**config.mk**
```make
export PLATFORM = sky130hd
export DESIGN_NAME = token_lexer_stream
export DESIGN_NICKNAME = d
export VERILOG_FILES = /design/src/hw/rtl/tls_pkg.sv /design/src/hw/rtl/tls_front.sv /design/src/hw/rtl/tls_back.sv /design/src/hw/rtl/token_lexer_stream.sv
export VERILOG_INCLUDE_DIRS = /design/src /design/src/hw/rtl
export SDC_FILE = /design/constraint.sdc
export NUM_CORES = 2
export LEC_CHECK = 0
export ABC_AREA = 1
export BUFFER_PORTS_ARGS = -buffer_cell sky130_fd_sc_hd__buf_2
export CORE_ASPECT_RATIO = 1.4
export CORE_MARGIN = 1
export CORE_UTILIZATION = 35
export CTS_CLUSTER_SIZE = 14
export DETAILED_ROUTE_END_ITERATION = 6
export SLEW_MARGIN = 20
export SYNTH_ARGS = -nofsm -noshare
export SYNTH_HDL_FRONTEND = slang
export SYNTH_SLANG_ARGS = --single-unit
```
**constraint.sdc**
```tcl
create_clock -name clk_i -period 8.5 [get_ports clk_i]
set_input_delay 0.85 -clock clk_i [delete_from_list [all_inputs] [get_ports clk_i]]
set_output_delay 0.85 -clock clk_i [all_outputs]
set_load 0.005 [all_outputs]
```
**src/hw/rtl/token_lexer_stream_defines.svh**
```systemverilog
// Assertion helpers for the token scanner.
`ifndef TOKEN_LEXER_STREAM_DEFINES_SVH
`define TOKEN_LEXER_STREAM_DEFINES_SVH

// Check a property on every clock edge outside of reset.
`define TLS_ASSERT(lbl, prop, msg) \
  lbl: assert property (@(posedge clk_i) disable iff (!rst_ni) (prop)) else $error(msg);

`endif

```
**src/hw/rtl/tls_pkg.sv**
```systemverilog
package tls_pkg;

  localparam int unsigned KindW = 6;

  localparam logic [5:0] KLParen   = 6'd0;
  localparam logic [5:0] KRParen   = 6'd1;
  localparam logic [5:0] KLBracket = 6'd2;
  localparam logic [5:0] KRBracket = 6'd3;
  localparam logic [5:0] KLBrace   = 6'd4;
  localparam logic [5:0] KRBrace   = 6'd5;
  localparam logic [5:0] KSemi     = 6'd6;
  localparam logic [5:0] KComma    = 6'd7;
  localparam logic [5:0] KPlus     = 6'd8;
  localparam logic [5:0] KMinus    = 6'd9;
  localparam logic [5:0] KStar     = 6'd10;
  localparam logic [5:0] KSlash   = 6'd11;
  localparam logic [5:0] KPercent  = 6'd12;
  localparam logic [5:0] KBang    = 6'd13;
  localparam logic [5:0] KBangEq  = 6'd14;
  localparam logic [5:0] KDot     = 6'd15;
  localparam logic [5:0] KEq      = 6'd16;
  localparam logic [5:0] KEqEq    = 6'd17;
  localparam logic [5:0] KLess    = 6'd18;
  localparam logic [5:0] KLessEq  = 6'd19;
  localparam logic [5:0] KGreater = 6'd20;
  localparam logic [5:0] KGreatEq = 6'd21;
  localparam logic [5:0] KIdent   = 6'd22;
  localparam logic [5:0] KNumber  = 6'd23;
  localparam logic [5:0] KString  = 6'd24;
  localparam logic [5:0] KKwFirst = 6'd25;
  localparam logic [5:0] KError   = 6'd38;
  localparam logic [5:0] KEof     = 6'd39;

  // Scan modes.
  localparam logic [3:0] MdIdle    = 4'd0;
  localparam logic [3:0] MdComment = 4'd1;
  localparam logic [3:0] MdSlash   = 4'd2;
  localparam logic [3:0] MdOp      = 4'd3;
  localparam logic [3:0] MdIdent   = 4'd4;
  localparam logic [3:0] MdInt     = 4'd5;
  localparam logic [3:0] MdNumDot  = 4'd6;
  localparam logic [3:0] MdFrac    = 4'd7;
  localparam logic [3:0] MdDot     = 4'd8;
  localparam logic [3:0] MdStr     = 4'd9;

  // Keyword text, six bytes, first byte in the low bits, zero padded.
  localparam logic [47:0] KwText [13] = '{
    {8'h00, 8'h00, 8'h00, "d", "n", "a"},
    {8'h00, "s", "s", "a", "l", "c"},
    {8'h00, 8'h00, "e", "s", "l", "e"},
    {8'h00, "e", "s", "l", "a", "f"},
    {8'h00, 8'h00, 8'h00, "r", "o", "f"},
    {8'h00, 8'h00, 8'h00, "n", "u", "f"},
    {8'h00, 8'h00, 8'h00, 8'h00, "f", "i"},
    {8'h00, 8'h00, "l", "l", "u", "n"},
    {8'h00, 8'h00, 8'h00, 8'h00, "r", "o"},
    {"n", "r", "u", "t", "e", "r"},
    {8'h00, 8'h00, "e", "u", "r", "t"},
    {8'h00, 8'h00, 8'h00, "r", "a", "v"},
    {8'h00, "e", "l", "i", "h", "w"}
  };
  localparam logic [2:0] KwLen [13] = '{3'd3, 3'd5, 3'd4, 3'd5, 3'd3, 3'd3, 3'd2,
                                          3'd4, 3'd2, 3'd6, 3'd4, 3'd3, 3'd5};

  function automatic logic is_letter(input logic [7:0] c);
    is_letter = (c >= "a" && c <= "z") || (c >= "A" && c <= "Z") || c == "_";
  endfunction

  function automatic logic is_num(input logic [7:0] c);
    is_num = c >= "0" && c <= "9";
  endfunction

  function automatic logic [5:0] op_kind(input logic [7:0] c, input logic two);
    case (c)
      "!":     op_kind = two ? KBangEq : KBang;
      "=":     op_kind = two ? KEqEq : KEq;
      "<":     op_kind = two ? KLessEq : KLess;
      default: op_kind = two ? KGreatEq : KGreater;
    endcase
  endfunction

  // Single-byte token kind; error for anything unknown.
  function automatic logic [5:0] single_kind(input logic [7:0] c);
    case (c)
      "(":     single_kind = KLParen;
      ")":     single_kind = KRParen;
      "[":     single_kind = KLBracket;
      "]":     single_kind = KRBracket;
      "{":     single_kind = KLBrace;
      "}":     single_kind = KRBrace;
      ";":     single_kind = KSemi;
      ",":     single_kind = KComma;
      "+":     single_kind = KPlus;
      "-":     single_kind = KMinus;
      "*":     single_kind = KStar;
      "%":     single_kind = KPercent;
      default: single_kind = KError;
    endcase
  endfunction

endpackage

```
**src/hw/rtl/tls_front.sv**
```systemverilog
// Scanner front: runs the per-byte state machine and produces up to three
// tokens per byte as one bundle.
module tls_front #(
  parameter int unsigned KeywordMaxLen = 6,
  parameter int unsigned LengthBits    = 16,
  parameter int unsigned PositionBits  = 24
) (
  input  logic                    clk_i,
  input  logic                    rst_ni,
  input  logic                    valid_i,
  input  logic [7:0]              byte_i,
  input  logic                    end_i,
  output logic                    ready_o,
  input  logic                    q_ready_i,
  output logic                    q_valid_o,
  output logic [1:0]              q_count_o,
  output logic [3*tls_pkg::KindW-1:0] q_kind_o,
  output logic [3*PositionBits-1:0]   q_start_o,
  output logic [3*LengthBits-1:0]     q_len_o,
  output logic [3*PositionBits-1:0]   q_line_o
);
  localparam logic [PositionBits-1:0] PosMax = '1;
  localparam logic [LengthBits-1:0]   LenMax = '1;
  localparam int unsigned BufIdxW = $clog2(KeywordMaxLen);

  logic [3:0]              mode_q, mode_d;
  logic [7:0]              pend_q, pend_d;
  logic [7:0]              wbuf_q [KeywordMaxLen];
  logic                    wr_en;
  logic [BufIdxW-1:0]      wr_idx;
  logic [LengthBits-1:0]   run_q, run_d;
  logic [PositionBits-1:0] start_q, start_d, pos_q, pos_d, line_q, line_d;

  logic [1:0]              n;
  logic [tls_pkg::KindW-1:0] k [3];
  logic [PositionBits-1:0] s [3];
  logic [LengthBits-1:0]   l [3];
  logic [PositionBits-1:0] ln [3];

  logic fire;
  assign ready_o   = q_ready_i;
  assign fire      = valid_i && q_ready_i;
  assign q_valid_o = fire;
  assign q_count_o = n;

  function automatic logic [LengthBits-1:0] linc(input logic [LengthBits-1:0] v);
    linc = (v == LenMax) ? v : v + 1'b1;
  endfunction
  function automatic logic [PositionBits-1:0] pinc(input logic [PositionBits-1:0] v);
    pinc = (v == PosMax) ? v : v + 1'b1;
  endfunction

  // Keyword match against the buffered first bytes.
  logic [5:0] word_kind;
  always_comb begin
    logic hit;
    word_kind = tls_pkg::KIdent;
    for (int i = 12; i >= 0; i--) begin
      hit = (run_q == LengthBits'(tls_pkg::KwLen[i]));
      for (int j = 0; j < 6; j++) begin
        if (j < int'(tls_pkg::KwLen[i]) && wbuf_q[j] != tls_pkg::KwText[i][8*j +: 8])
          hit = 1'b0;
      end
      if (hit) word_kind = tls_pkg::KKwFirst + 6'(i);
    end
  end

  always_comb begin
    logic taken, ending;
    logic [PositionBits-1:0] dot_at, st;
    logic [LengthBits-1:0] run;
    logic [3:0] md;
    mode_d = mode_q; pend_d = pend_q; run_d = run_q; start_d = start_q;
    line_d = line_q; pos_d = pos_q;
    wr_en = 1'b0; wr_idx = '0;
    n = '0;
    for (int i = 0; i < 3; i++) begin
      k[i] = '0; s[i] = '0; l[i] = '0; ln[i] = line_q;
    end
    taken  = 1'b0;
    ending = end_i || byte_i == 8'h00;
    dot_at = (pos_q != '0) ? pos_q - 1'b1 : '0;
    md     = mode_q;
    run    = run_q;
    st     = start_q;

    if (!ending) begin
      case (mode_q)
        tls_pkg::MdComment: begin
          if (byte_i == 8'h0a) md = tls_pkg::MdIdle; else taken = 1'b1;
        end
        tls_pkg::MdSlash: begin
          if (byte_i == "/") begin md = tls_pkg::MdComment; taken = 1'b1; end
        end
        tls_pkg::MdOp: begin
          if (byte_i == "=") begin
            k[0] = tls_pkg::op_kind(pend_q, 1'b1); s[0] = st;
            l[0] = LengthBits'(2); n = 2'd1;
            md = tls_pkg::MdIdle; taken = 1'b1;
          end
        end
        tls_pkg::MdIdent: begin
          if (tls_pkg::is_letter(byte_i) || tls_pkg::is_num(byte_i)) begin
            if (run < LengthBits'(KeywordMaxLen)) begin
              wr_en = 1'b1; wr_idx = run[BufIdxW-1:0];
            end
            run = linc(run); taken = 1'b1;
          end
        end
        tls_pkg::MdInt: begin
          if (tls_pkg::is_num(byte_i)) begin run = linc(run); taken = 1'b1; end
          else if (byte_i == ".") begin md = tls_pkg::MdNumDot; taken = 1'b1; end
        end
        tls_pkg::MdNumDot: begin
          if (tls_pkg::is_num(byte_i)) begin
            run = linc(linc(run)); md = tls_pkg::MdFrac; taken = 1'b1;
          end
        end
        tls_pkg::MdFrac: begin
          if (tls_pkg::is_num(byte_i)) begin run = linc(run); taken = 1'b1; end
        end
        tls_pkg::MdDot: begin
          if (tls_pkg::is_num(byte_i)) begin
            run = linc(run); md = tls_pkg::MdInt; taken = 1'b1;
          end
        end
        tls_pkg::MdStr: begin
          run = linc(run);
          if (byte_i == 8'h22) begin
            k[0] = tls_pkg::KString; s[0] = st; l[0] = run; n = 2'd1;
            md = tls_pkg::MdIdle;
          end
          taken = 1'b1;
        end
        default: md = tls_pkg::MdIdle;
      endcase
    end

    // Flush the pending token when the byte does not extend it or the source ends.
    if (ending || !taken) begin
      case (md)
        tls_pkg::MdSlash: begin
          k[n] = tls_pkg::KSlash; s[n] = st; l[n] = LengthBits'(1); n = n + 2'd1;
        end
        tls_pkg::MdOp: begin
          k[n] = tls_pkg::op_kind(pend_q, 1'b0); s[n] = st; l[n] = LengthBits'(1);
          n = n + 2'd1;
        end
        tls_pkg::MdIdent: begin
          k[n] = word_kind; s[n] = st; l[n] = run; n = n + 2'd1;
        end
        tls_pkg::MdInt, tls_pkg::MdFrac: begin
          k[n] = tls_pkg::KNumber; s[n] = st; l[n] = run; n = n + 2'd1;
        end
        tls_pkg::MdNumDot: begin
          k[0] = tls_pkg::KNumber; s[0] = st; l[0] = run;
          k[1] = tls_pkg::KDot; s[1] = dot_at; l[1] = LengthBits'(1); n = 2'd2;
        end
        tls_pkg::MdDot: begin
          k[n] = tls_pkg::KDot; s[n] = st; l[n] = LengthBits'(1); n = n + 2'd1;
        end
        tls_pkg::MdStr: begin
          k[n] = tls_pkg::KError; s[n] = st; l[n] = run; n = n + 2'd1;
        end
        default: ;
      endcase
      md = tls_pkg::MdIdle;
    end

    if (ending) begin
      k[n] = tls_pkg::KEof; s[n] = pos_q; l[n] = '0; n = n + 2'd1;
      mode_d = tls_pkg::MdIdle; pend_d = '0; run_d = '0; start_d = '0;
      pos_d = '0; line_d = PositionBits'(1);
    end else begin
      if (!taken) begin
        // Start a new token at this byte.
        st = pos_q; run = LengthBits'(1);
        if (byte_i == " " || byte_i == 8'h0d || byte_i == 8'h09) begin
        end else if (byte_i == 8'h0a) begin
          line_d = pinc(line_q);
        end else if (tls_pkg::is_letter(byte_i)) begin
          wr_en = 1'b1; wr_idx = '0; md = tls_pkg::MdIdent;
        end else if (tls_pkg::is_num(byte_i)) begin
          md = tls_pkg::MdInt;
        end else if (byte_i == ".") begin
          md = tls_pkg::MdDot;
        end else if (byte_i == "/") begin
          md = tls_pkg::MdSlash;
        end else if (byte_i == 8'h22) begin
          md = tls_pkg::MdStr;
        end else if (byte_i == "!" || byte_i == "=" || byte_i == "<" || byte_i == ">") begin
          pend_d = byte_i; md = tls_pkg::MdOp;
        end else begin
          k[n] = tls_pkg::single_kind(byte_i); s[n] = pos_q; l[n] = LengthBits'(1);
          n = n + 2'd1;
        end
      end
      mode_d = md; run_d = run; start_d = st; pos_d = pinc(pos_q);
    end
  end

  for (genvar i = 0; i < 3; i++) begin : g_pack
    assign q_kind_o[i*tls_pkg::KindW +: tls_pkg::KindW] = k[i];
    assign q_start_o[i*PositionBits +: PositionBits]    = s[i];
    assign q_len_o[i*LengthBits +: LengthBits]          = l[i];
    assign q_line_o[i*PositionBits +: PositionBits]     = ln[i];
  end

  // Advance scan state on each accepted byte.
  always_ff @(posedge clk_i or negedge rst_ni) begin
    if (!rst_ni) begin
      mode_q  <= tls_pkg::MdIdle;
      pend_q  <= '0;
      run_q   <= '0;
      start_q <= '0;
      pos_q   <= '0;
      line_q  <= PositionBits'(1);
    end else if (fire) begin
      mode_q  <= mode_d;
      pend_q  <= pend_d;
      run_q   <= run_d;
      start_q <= start_d;
      pos_q   <= pos_d;
      line_q  <= line_d;
    end
  end

  // Keyword buffer holds the first identifier bytes.
  always_ff @(posedge clk_i) begin
    if (fire && wr_en) wbuf_q[wr_idx] <= byte_i;
  end
endmodule

```
**src/hw/rtl/tls_back.sv**
```systemverilog
// Token queue and serializer: stores bundles of up to three tokens and
// hands them out one word at a time with a last flag.
module tls_back #(
  parameter int unsigned LengthBits   = 16,
  parameter int unsigned PositionBits = 24
) (
  input  logic                        clk_i,
  input  logic                        rst_ni,
  input  logic                        push_i,
  input  logic [1:0]                  count_i,
  input  logic [3*tls_pkg::KindW-1:0] kind_i,
  input  logic [3*PositionBits-1:0]   start_i,
  input  logic [3*LengthBits-1:0]     len_i,
  input  logic [3*PositionBits-1:0]   line_i,
  output logic                        ready_o,
  output logic                        valid_o,
  input  logic                        ready_i,
  output logic [tls_pkg::KindW-1:0]   kind_o,
  output logic [PositionBits-1:0]     start_o,
  output logic [LengthBits-1:0]       len_o,
  output logic [PositionBits-1:0]     line_o,
  output logic                        last_o
);
  localparam int unsigned EntW = tls_pkg::KindW + 2*PositionBits + LengthBits;
  localparam int unsigned Depth = 8;
  localparam int unsigned AW = 3;

  logic [EntW-1:0] mem_q [Depth];
  logic [AW-1:0]   wp_q, rp_q;
  logic [AW:0]     cnt_q;
  logic            last_mem_q [Depth];
  logic            pop;

  assign ready_o = cnt_q <= (AW+1)'(Depth - 3);
  assign valid_o = cnt_q != '0;
  assign pop     = valid_o && ready_i;
  assign {kind_o, start_o, len_o, line_o} = mem_q[rp_q];
  assign last_o  = last_mem_q[rp_q];

  // Write up to three entries per push.
  always_ff @(posedge clk_i) begin
    for (int i = 0; i < 3; i++) begin
      if (push_i && 2'(i) < count_i) begin
        mem_q[wp_q + AW'(i)] <= {kind_i[i*tls_pkg::KindW +: tls_pkg::KindW],
                                 start_i[i*PositionBits +: PositionBits],
                                 len_i[i*LengthBits +: LengthBits],
                                 line_i[i*PositionBits +: PositionBits]};
        last_mem_q[wp_q + AW'(i)] <= (2'(i) == count_i - 2'd1);
      end
    end
  end

  always_ff @(posedge clk_i or negedge rst_ni) begin
    if (!rst_ni) begin
      wp_q <= '0; rp_q <= '0; cnt_q <= '0;
    end else begin
      if (push_i) wp_q <= wp_q + AW'(count_i);
      if (pop) rp_q <= rp_q + 1'b1;
      cnt_q <= cnt_q + (push_i ? (AW+1)'(count_i) : '0) - (AW+1)'(pop);
    end
  end
endmodule

```
**src/hw/rtl/token_lexer_stream.sv**
```systemverilog
// channel | valid        | ready        | payload
// in      | valid_i      | ready_o      | source_byte_i, end_of_source_i
// out     | valid_o      | ready_i      | token_kind_o .. last_o
//
// One source byte per cycle is accepted while the token queue has room for
// three more tokens; the scanner's next state is formed combinationally.
// Tokens leave one per cycle while ready_i is high, from an eight-entry queue.
// Reset is asynchronous; after it the line counter reads one.
`include "token_lexer_stream_defines.svh"
module token_lexer_stream #(
  parameter int unsigned KEYWORD_MAX_LEN = 6,
  parameter int unsigned LENGTH_BITS     = 16,
  parameter int unsigned POSITION_BITS   = 24
) (
  input  logic                     clk_i,
  input  logic                     rst_ni,
  input  logic                     valid_i,
  output logic                     ready_o,
  input  logic [7:0]               source_byte_i,
  input  logic                     end_of_source_i,
  output logic                     valid_o,
  input  logic                     ready_i,
  output logic [5:0]               token_kind_o,
  output logic [POSITION_BITS-1:0] token_start_o,
  output logic [LENGTH_BITS-1:0]   token_length_o,
  output logic [POSITION_BITS-1:0] token_line_o,
  output logic                     last_o
);
  logic                        q_ready, q_valid;
  logic [1:0]                  q_count;
  logic [3*tls_pkg::KindW-1:0] q_kind;
  logic [3*POSITION_BITS-1:0]  q_start, q_line;
  logic [3*LENGTH_BITS-1:0]    q_len;

  tls_front #(
    .KeywordMaxLen(KEYWORD_MAX_LEN), .LengthBits(LENGTH_BITS),
    .PositionBits(POSITION_BITS)
  ) u_front (
    .clk_i, .rst_ni, .valid_i, .byte_i(source_byte_i), .end_i(end_of_source_i),
    .ready_o, .q_ready_i(q_ready), .q_valid_o(q_valid), .q_count_o(q_count),
    .q_kind_o(q_kind), .q_start_o(q_start), .q_len_o(q_len), .q_line_o(q_line)
  );

  tls_back #(.LengthBits(LENGTH_BITS), .PositionBits(POSITION_BITS)) u_back (
    .clk_i, .rst_ni, .push_i(q_valid), .count_i(q_count), .kind_i(q_kind),
    .start_i(q_start), .len_i(q_len), .line_i(q_line), .ready_o(q_ready),
    .valid_o, .ready_i, .kind_o(token_kind_o), .start_o(token_start_o),
    .len_o(token_length_o), .line_o(token_line_o), .last_o
  );

  `TLS_ASSERT(a_eof_last, valid_o && token_kind_o == tls_pkg::KEof |-> last_o, "eof not last")
  `TLS_ASSERT(a_end_gives_token, valid_i && ready_o && end_of_source_i |=> valid_o, "no eof")
  `TLS_ASSERT(a_kind_range, valid_o |-> token_kind_o <= tls_pkg::KEof, "bad kind")
endmodule
```
Word level (Yosys, flattened, before mapping)
Memory sizes are Yosys's and may differ from the RTL's.
Cells that the tools add are included.
{"block": "word_totals", "register_bits": 110, "latch_bits": 0, "ram_bits": 616, "mem_bits_ro": 0, "input_bits": 13, "out_inout_bits": 73, "elab_cells": 454, "n_memories": 3}
{"block": "classes", "addsub": 14, "n_mul": 0, "div_mod_pow": 0, "magnitude_cmp": 15, "eq_ne": 102, "n_shift": 0, "n_mux": 247, "bitwise": 25, "n_reduce_logical": 39}
{"memory": "u_back.mem_q", "words": 8, "width": 70, "read_ports": 1, "rd_clocked_by_memory_dff": 0, "wr": 3, "line": "tls_back.sv:28", "rtl": "logic [EntW-1:0] mem_q [Depth];"}
{"memory": "u_front.wbuf_q", "words": 6, "width": 8, "read_ports": 6, "rd_clocked_by_memory_dff": 0, "wr": 1, "line": "tls_front.sv:28", "rtl": "logic [7:0] wbuf_q [KeywordMaxLen];"}
{"memory": "u_back.last_mem_q", "words": 8, "width": 1, "read_ports": 1, "rd_clocked_by_memory_dff": 0, "wr": 3, "line": "tls_back.sv:31", "rtl": "logic last_mem_q [Depth];"}
{"operator": "$mux 72", "n": 11}
{"operator": "$mux 48", "n": 11}
{"operator": "$mux 24", "n": 16}
{"operator": "$ne 8x7->1 const B", "n": 37}
{"operator": "$mux 18", "n": 11}
{"operator": "$mux 16", "n": 12}
{"operator": "$mux 6", "n": 29}
{"operator": "$eq 8x6->1 const B", "n": 19}
{"operator": "$bwmux 72", "n": 2}
{"operator": "$demux 24 s2", "n": 2}
{"operator": "$pmux 32 s3", "n": 1}
{"operator": "$pmux 48 s2", "n": 1}
{"operator": "$and 45x45->45", "n": 2}
{"operator": "$not 45->45", "n": 2}
{"operator": "$pmux 12 s7", "n": 1}
{"operator": "$mux 4", "n": 20}
{"operator": "$mux 8", "n": 10}
{"operator": "$mux 1", "n": 75}
{"operator": "$pmux 6 s12", "n": 1}
{"operator": "$demux 16 s2", "n": 2}
{"operator": "$pmux 16 s2", "n": 2}
{"operator": "$pmux 16 s4", "n": 1}
{"operator": "$bwmux 18", "n": 3}
{"operator": "$add 24x1->24 const B", "n": 2}
{"operator": "other kinds (69)", "n": 169}

Depth between registers and ports, before layout
An unclocked memory read counts as a cell.
{"block": "logic_depth", "ltp_word": 34, "mapped_depth": 31, "depth_no_buf": 28}

Modules after synthesis
Synthesis repeated with hierarchy kept, for this count alone.
{"block": "unflattened", "cells_unflattened": 7431, "hier_area_um2": 51923.5}
{"mod": "tls_back", "n_inst": 1, "cells_per_inst": 5256, "area_each_um2": 38288.0, "seq_area_each_um2": 17306.6}
{"mod": "tls_front", "n_inst": 1, "cells_per_inst": 2175, "area_each_um2": 13635.6, "seq_area_each_um2": 3945.0}

Least setup slack after synthesis
Ideal clock, no wire load.
{"block": "synth_timing", "path_kind": "input -> register", "startpoint": "input port source_byte_i[3]", "endpoint": "memory u_back.last_mem_q[4] (enable)", "setup_ps": 431, "arrival_ps": 4982, "required_time_ps": 8069, "path_slack_ps": 3087, "path_stages": 27, "path_buffers": 4, "path_cell_list": "buf_2 -> nand2_2 -> nand2_1 -> inv_1 -> nand2_1 -> nand2_2 -> nand2_4 -> buf_6 -> nand2_1 -> nand2_1 -> nand4_4 -> nand2_4 -> nand3_4 -> inv_2 -> nand2_1 -> ha_1 -> inv_1 -> nand2_1 -> nand2_2 -> nand2_4 -> inv_8 -> buf_6 -> nand3_4 -> nand2_4 -> inv_2 -> buf_6 -> nand2_1"}
{"element": "start: declaration", "line": "token_lexer_stream.sv:19", "rtl": "input logic [7:0] source_byte_i,"}
{"element": "end: declaration", "line": "tls_back.sv:31"}

==> results.cfg <==
[yosys]
synthCells = 4928
synth.most_common_cell = nand2_1
synth_top_family_by_area = simple AND/OR/NAND/NOR gates
ys_seq_elements = 726
async_flop_share_pct = 15.2
synth_xor_area_share_pct = 0.909
syn-num-nets = 4964
synth.distinct_cells = 67
syn_area_per_cell_sq_um = 8.21
yosys.area_share.adder_pct = 0.748
yosysWarnings = 0
synthTopCellsByCount = 1,238 x nand2_1, 894 x nor2_1, 616 x edfxtp_1
synth.top_cell.area_share_pct = 45.7
synth_compound_area_share_pct = 10.7
synth_enable_flop_cells = 616
ys_seq_area_share_pct = 52.5
yosys.area_share.simple_pct = 29.3
synth_flop_cell = edfxtp_1
yosys-mux-area-fraction_pct = 0
synth_area_leader_cell = edfxtp_1
synthTopCellsByArea = edfxtp_1 46%, nand2_1 11%, nor2_1 8.3%
syn-cell-area_sq_um = 40500

[cells_and_area]
fin_cells = 6429
drive_gt1_share_pct = 7.96
synthToLayoutAreaGrowth_pct = 10.1
fillers = 11500
final_core_util_pct = 38.9
layout.nets = 4909
stdcell_area_sq_um = 44500

[die]
pin_count = 86
initial_core_util_pct = 35.3
die_area_sq_um = 117000
die_x_um = 289
die_h_um = 404
rows = 147
core_sq_um = 115000

[cts]
cts_max_level = 3
cts_tree = yes
cts_num_sinks = 726
path_clk_slew_ns = 0.06
cts_hold_buf = 0
root_buffer = clkbuf_16
clk_latency_ns = 0.70
clk_path_buf_depth = 3
cts_resized = 0
cts_buffers = 78
cts_setup_buffers = 0

[timing]
fin_ws_ns = 2.36
fmax_mhz = 163
final.setup_skew_ns = 0.0446
fin_crit_ns = 6.14
min_period_over_period_pct = 72.3
setup_viol = 0
final-max-slew-violation-count = 0
relSlewSlack_pct = 23.7
fin_hold_ws_ns = 0.209
finalHoldViolCount = 0
worst_slew_pin_slew_ns = 1.13
setup_tns_ns = 0
rsz0062_at_grt = false

[pwr]
power.density_nw_per_um2 = 318
ir_drop_mv = 0.228
leakagePower_nw = 17.0
power_mw = 14.2

[critical_path]
arrival_ns = 6.70
slowest_delay_ns = 0.91
crit_chain = inv_2 > nand2_1 > nor2_1 > inv_1 > nand2_1 > nand2_1 > nand4_4 > nand2_4 > nand3_4 > inv_2 > nand2_1 > ha_1 > nand2_1 > inv_1 > nand2_1 > a21oi_1 > nand2_1 > nand2_1 > inv_1 > nand2_1
cp_data_required_time_ns = 9.05
crit_type = reg2reg
path_max_fanout = 25
start_kind = flop
slowest_stage = a21oi_1
crit_top_cell = nand2_1
critPathCaptureType = flop

[global_route]
grt.total_usage_pct = 23.3
grt_pass1_wl_mm = 207
grt_pass1_vias = 34100
grt_antenna_before_repair = 2
grt_max_degree = 181
grt-ovfl-total = 0

[placement]
port_buffers = 85
dpl.hpwl_mm = 91.5
place_area_sq_um = 42000
dp.cells = 6283
place.gp.congestion = 0.956
post-place-ws_ns = 2.05

[flow_run]
drv_cap = 0

[routing]
ant_nets = 0
drt-total-wl_mm = 138
vias = 35500
drc = 0
drt_iter0_markers = 3836
dr.pass1.iters = 6
wl_per_cell_um = 21.4
vias_per_cell = 5.52

[hold_path]
hold_path_class = in2async

[status]
status = completed
[flip-flops by register name, summed over array words and instances, names as in the netlist, 8 cells and up]
name and flops:
u_back.last_mem_q 8, u_back.mem_q 560, u_front.line_q 24, u_front.pend_q 8, u_front.pos_q 24, u_front.run_q 16, u_front.start_q 24, u_front.wbuf_q 48
[worst paths after layout]
kind	startpoint	to	slack, ns	cells past startpoint
setup / recovery	u_front.mode_q[3]	u_back.mem_q[2][24]	2.36	20
hold / removal	rst_ni	u_front.start_q[16]	0.21	1
setup reg to reg	u_front.mode_q[3]	u_back.mem_q[2][24]	2.36	20
hold reg to reg	u_front.start_q[16]	u_front.start_q[16]	0.49	2
max in group asynchronous	rst_ni	u_back.rp_q[1]	7.09	2
min in group clk_i	ready_i	u_back.rp_q[0]	0.44	3
[where the power goes]
part | internal (mW) | leakage, nW | switching, mW
logic | 1.50 | 8.57 | 4.25
registers | 4.66 | 7.15 | 0.319
clock network | 1.92 | 1.24 | 1.53
[per-layer routing]
layer	GRT usage (%)	share of wire (%)	vias up
li1	-	-	16700
met1	27.9	38	16900
met2	40.2	50	1575
met3	3.45	7.2	389
met4	11.6	5.0	0
met5	0	0	-
[cell families (layout without fill, tap and decap cells)]
family	Yosys count	in the layout
buffers and inverters	550	560
DFF	726	726
adders and majority gates	23	23
and+or+nand+nor	2810	2810
other	0	1
xor gates and xnor gates	42	42
AOI/OAI and AO/OA	777	777
[worst max-delay path: cells and delay by family, from the launching register on]
family | cells | cell delay [ns]
buffers and inverters | 5 | 1.32
AO/OA/AOI/OAI | 1 | 0.91
flip-flops | 1 | 0.41
AND/OR/NAND/NOR | 13 | 2.71
adder cells (fa/ha/maj) | 1 | 0.65
[area by class of cell]
| cell class | count | area, sq um | area share, % |
|---|---|---|---|
| Antenna cell | 1 | 2.50 | 0.00562 |
| Clock buffer | 104 | 2140 | 4.81 |
| Clock inverter | 41 | 420 | 0.944 |
| Inverter | 287 | 1110 | 2.48 |
| Multi-Input combinational cell | 3652 | 17000 | 38.1 |
| Sequential cell | 726 | 21300 | 47.7 |
| Tap cell | 1490 | 1860 | 4.18 |
| Timing Repair Buffer | 128 | 805 | 1.81 |
[cells in the final DEF (no fill, tap or decap), types with 25 or more instances in the layout]
cell,count
inv_2,37
a21oi_1,75
nand2_1,1230
buf_4,39
a31oi_1,77
o22ai_1,96
dfrtp_1,107
nand3_1,426
edfxtp_1,616
nor2_1,890
inv_1,234
o21ai_1,25
clkbuf_16,79
buf_2,84
nand4_1,50
nor3_1,87
xor2_1,34
o21ai_0,433
Power figures use the tool's default switching activity.
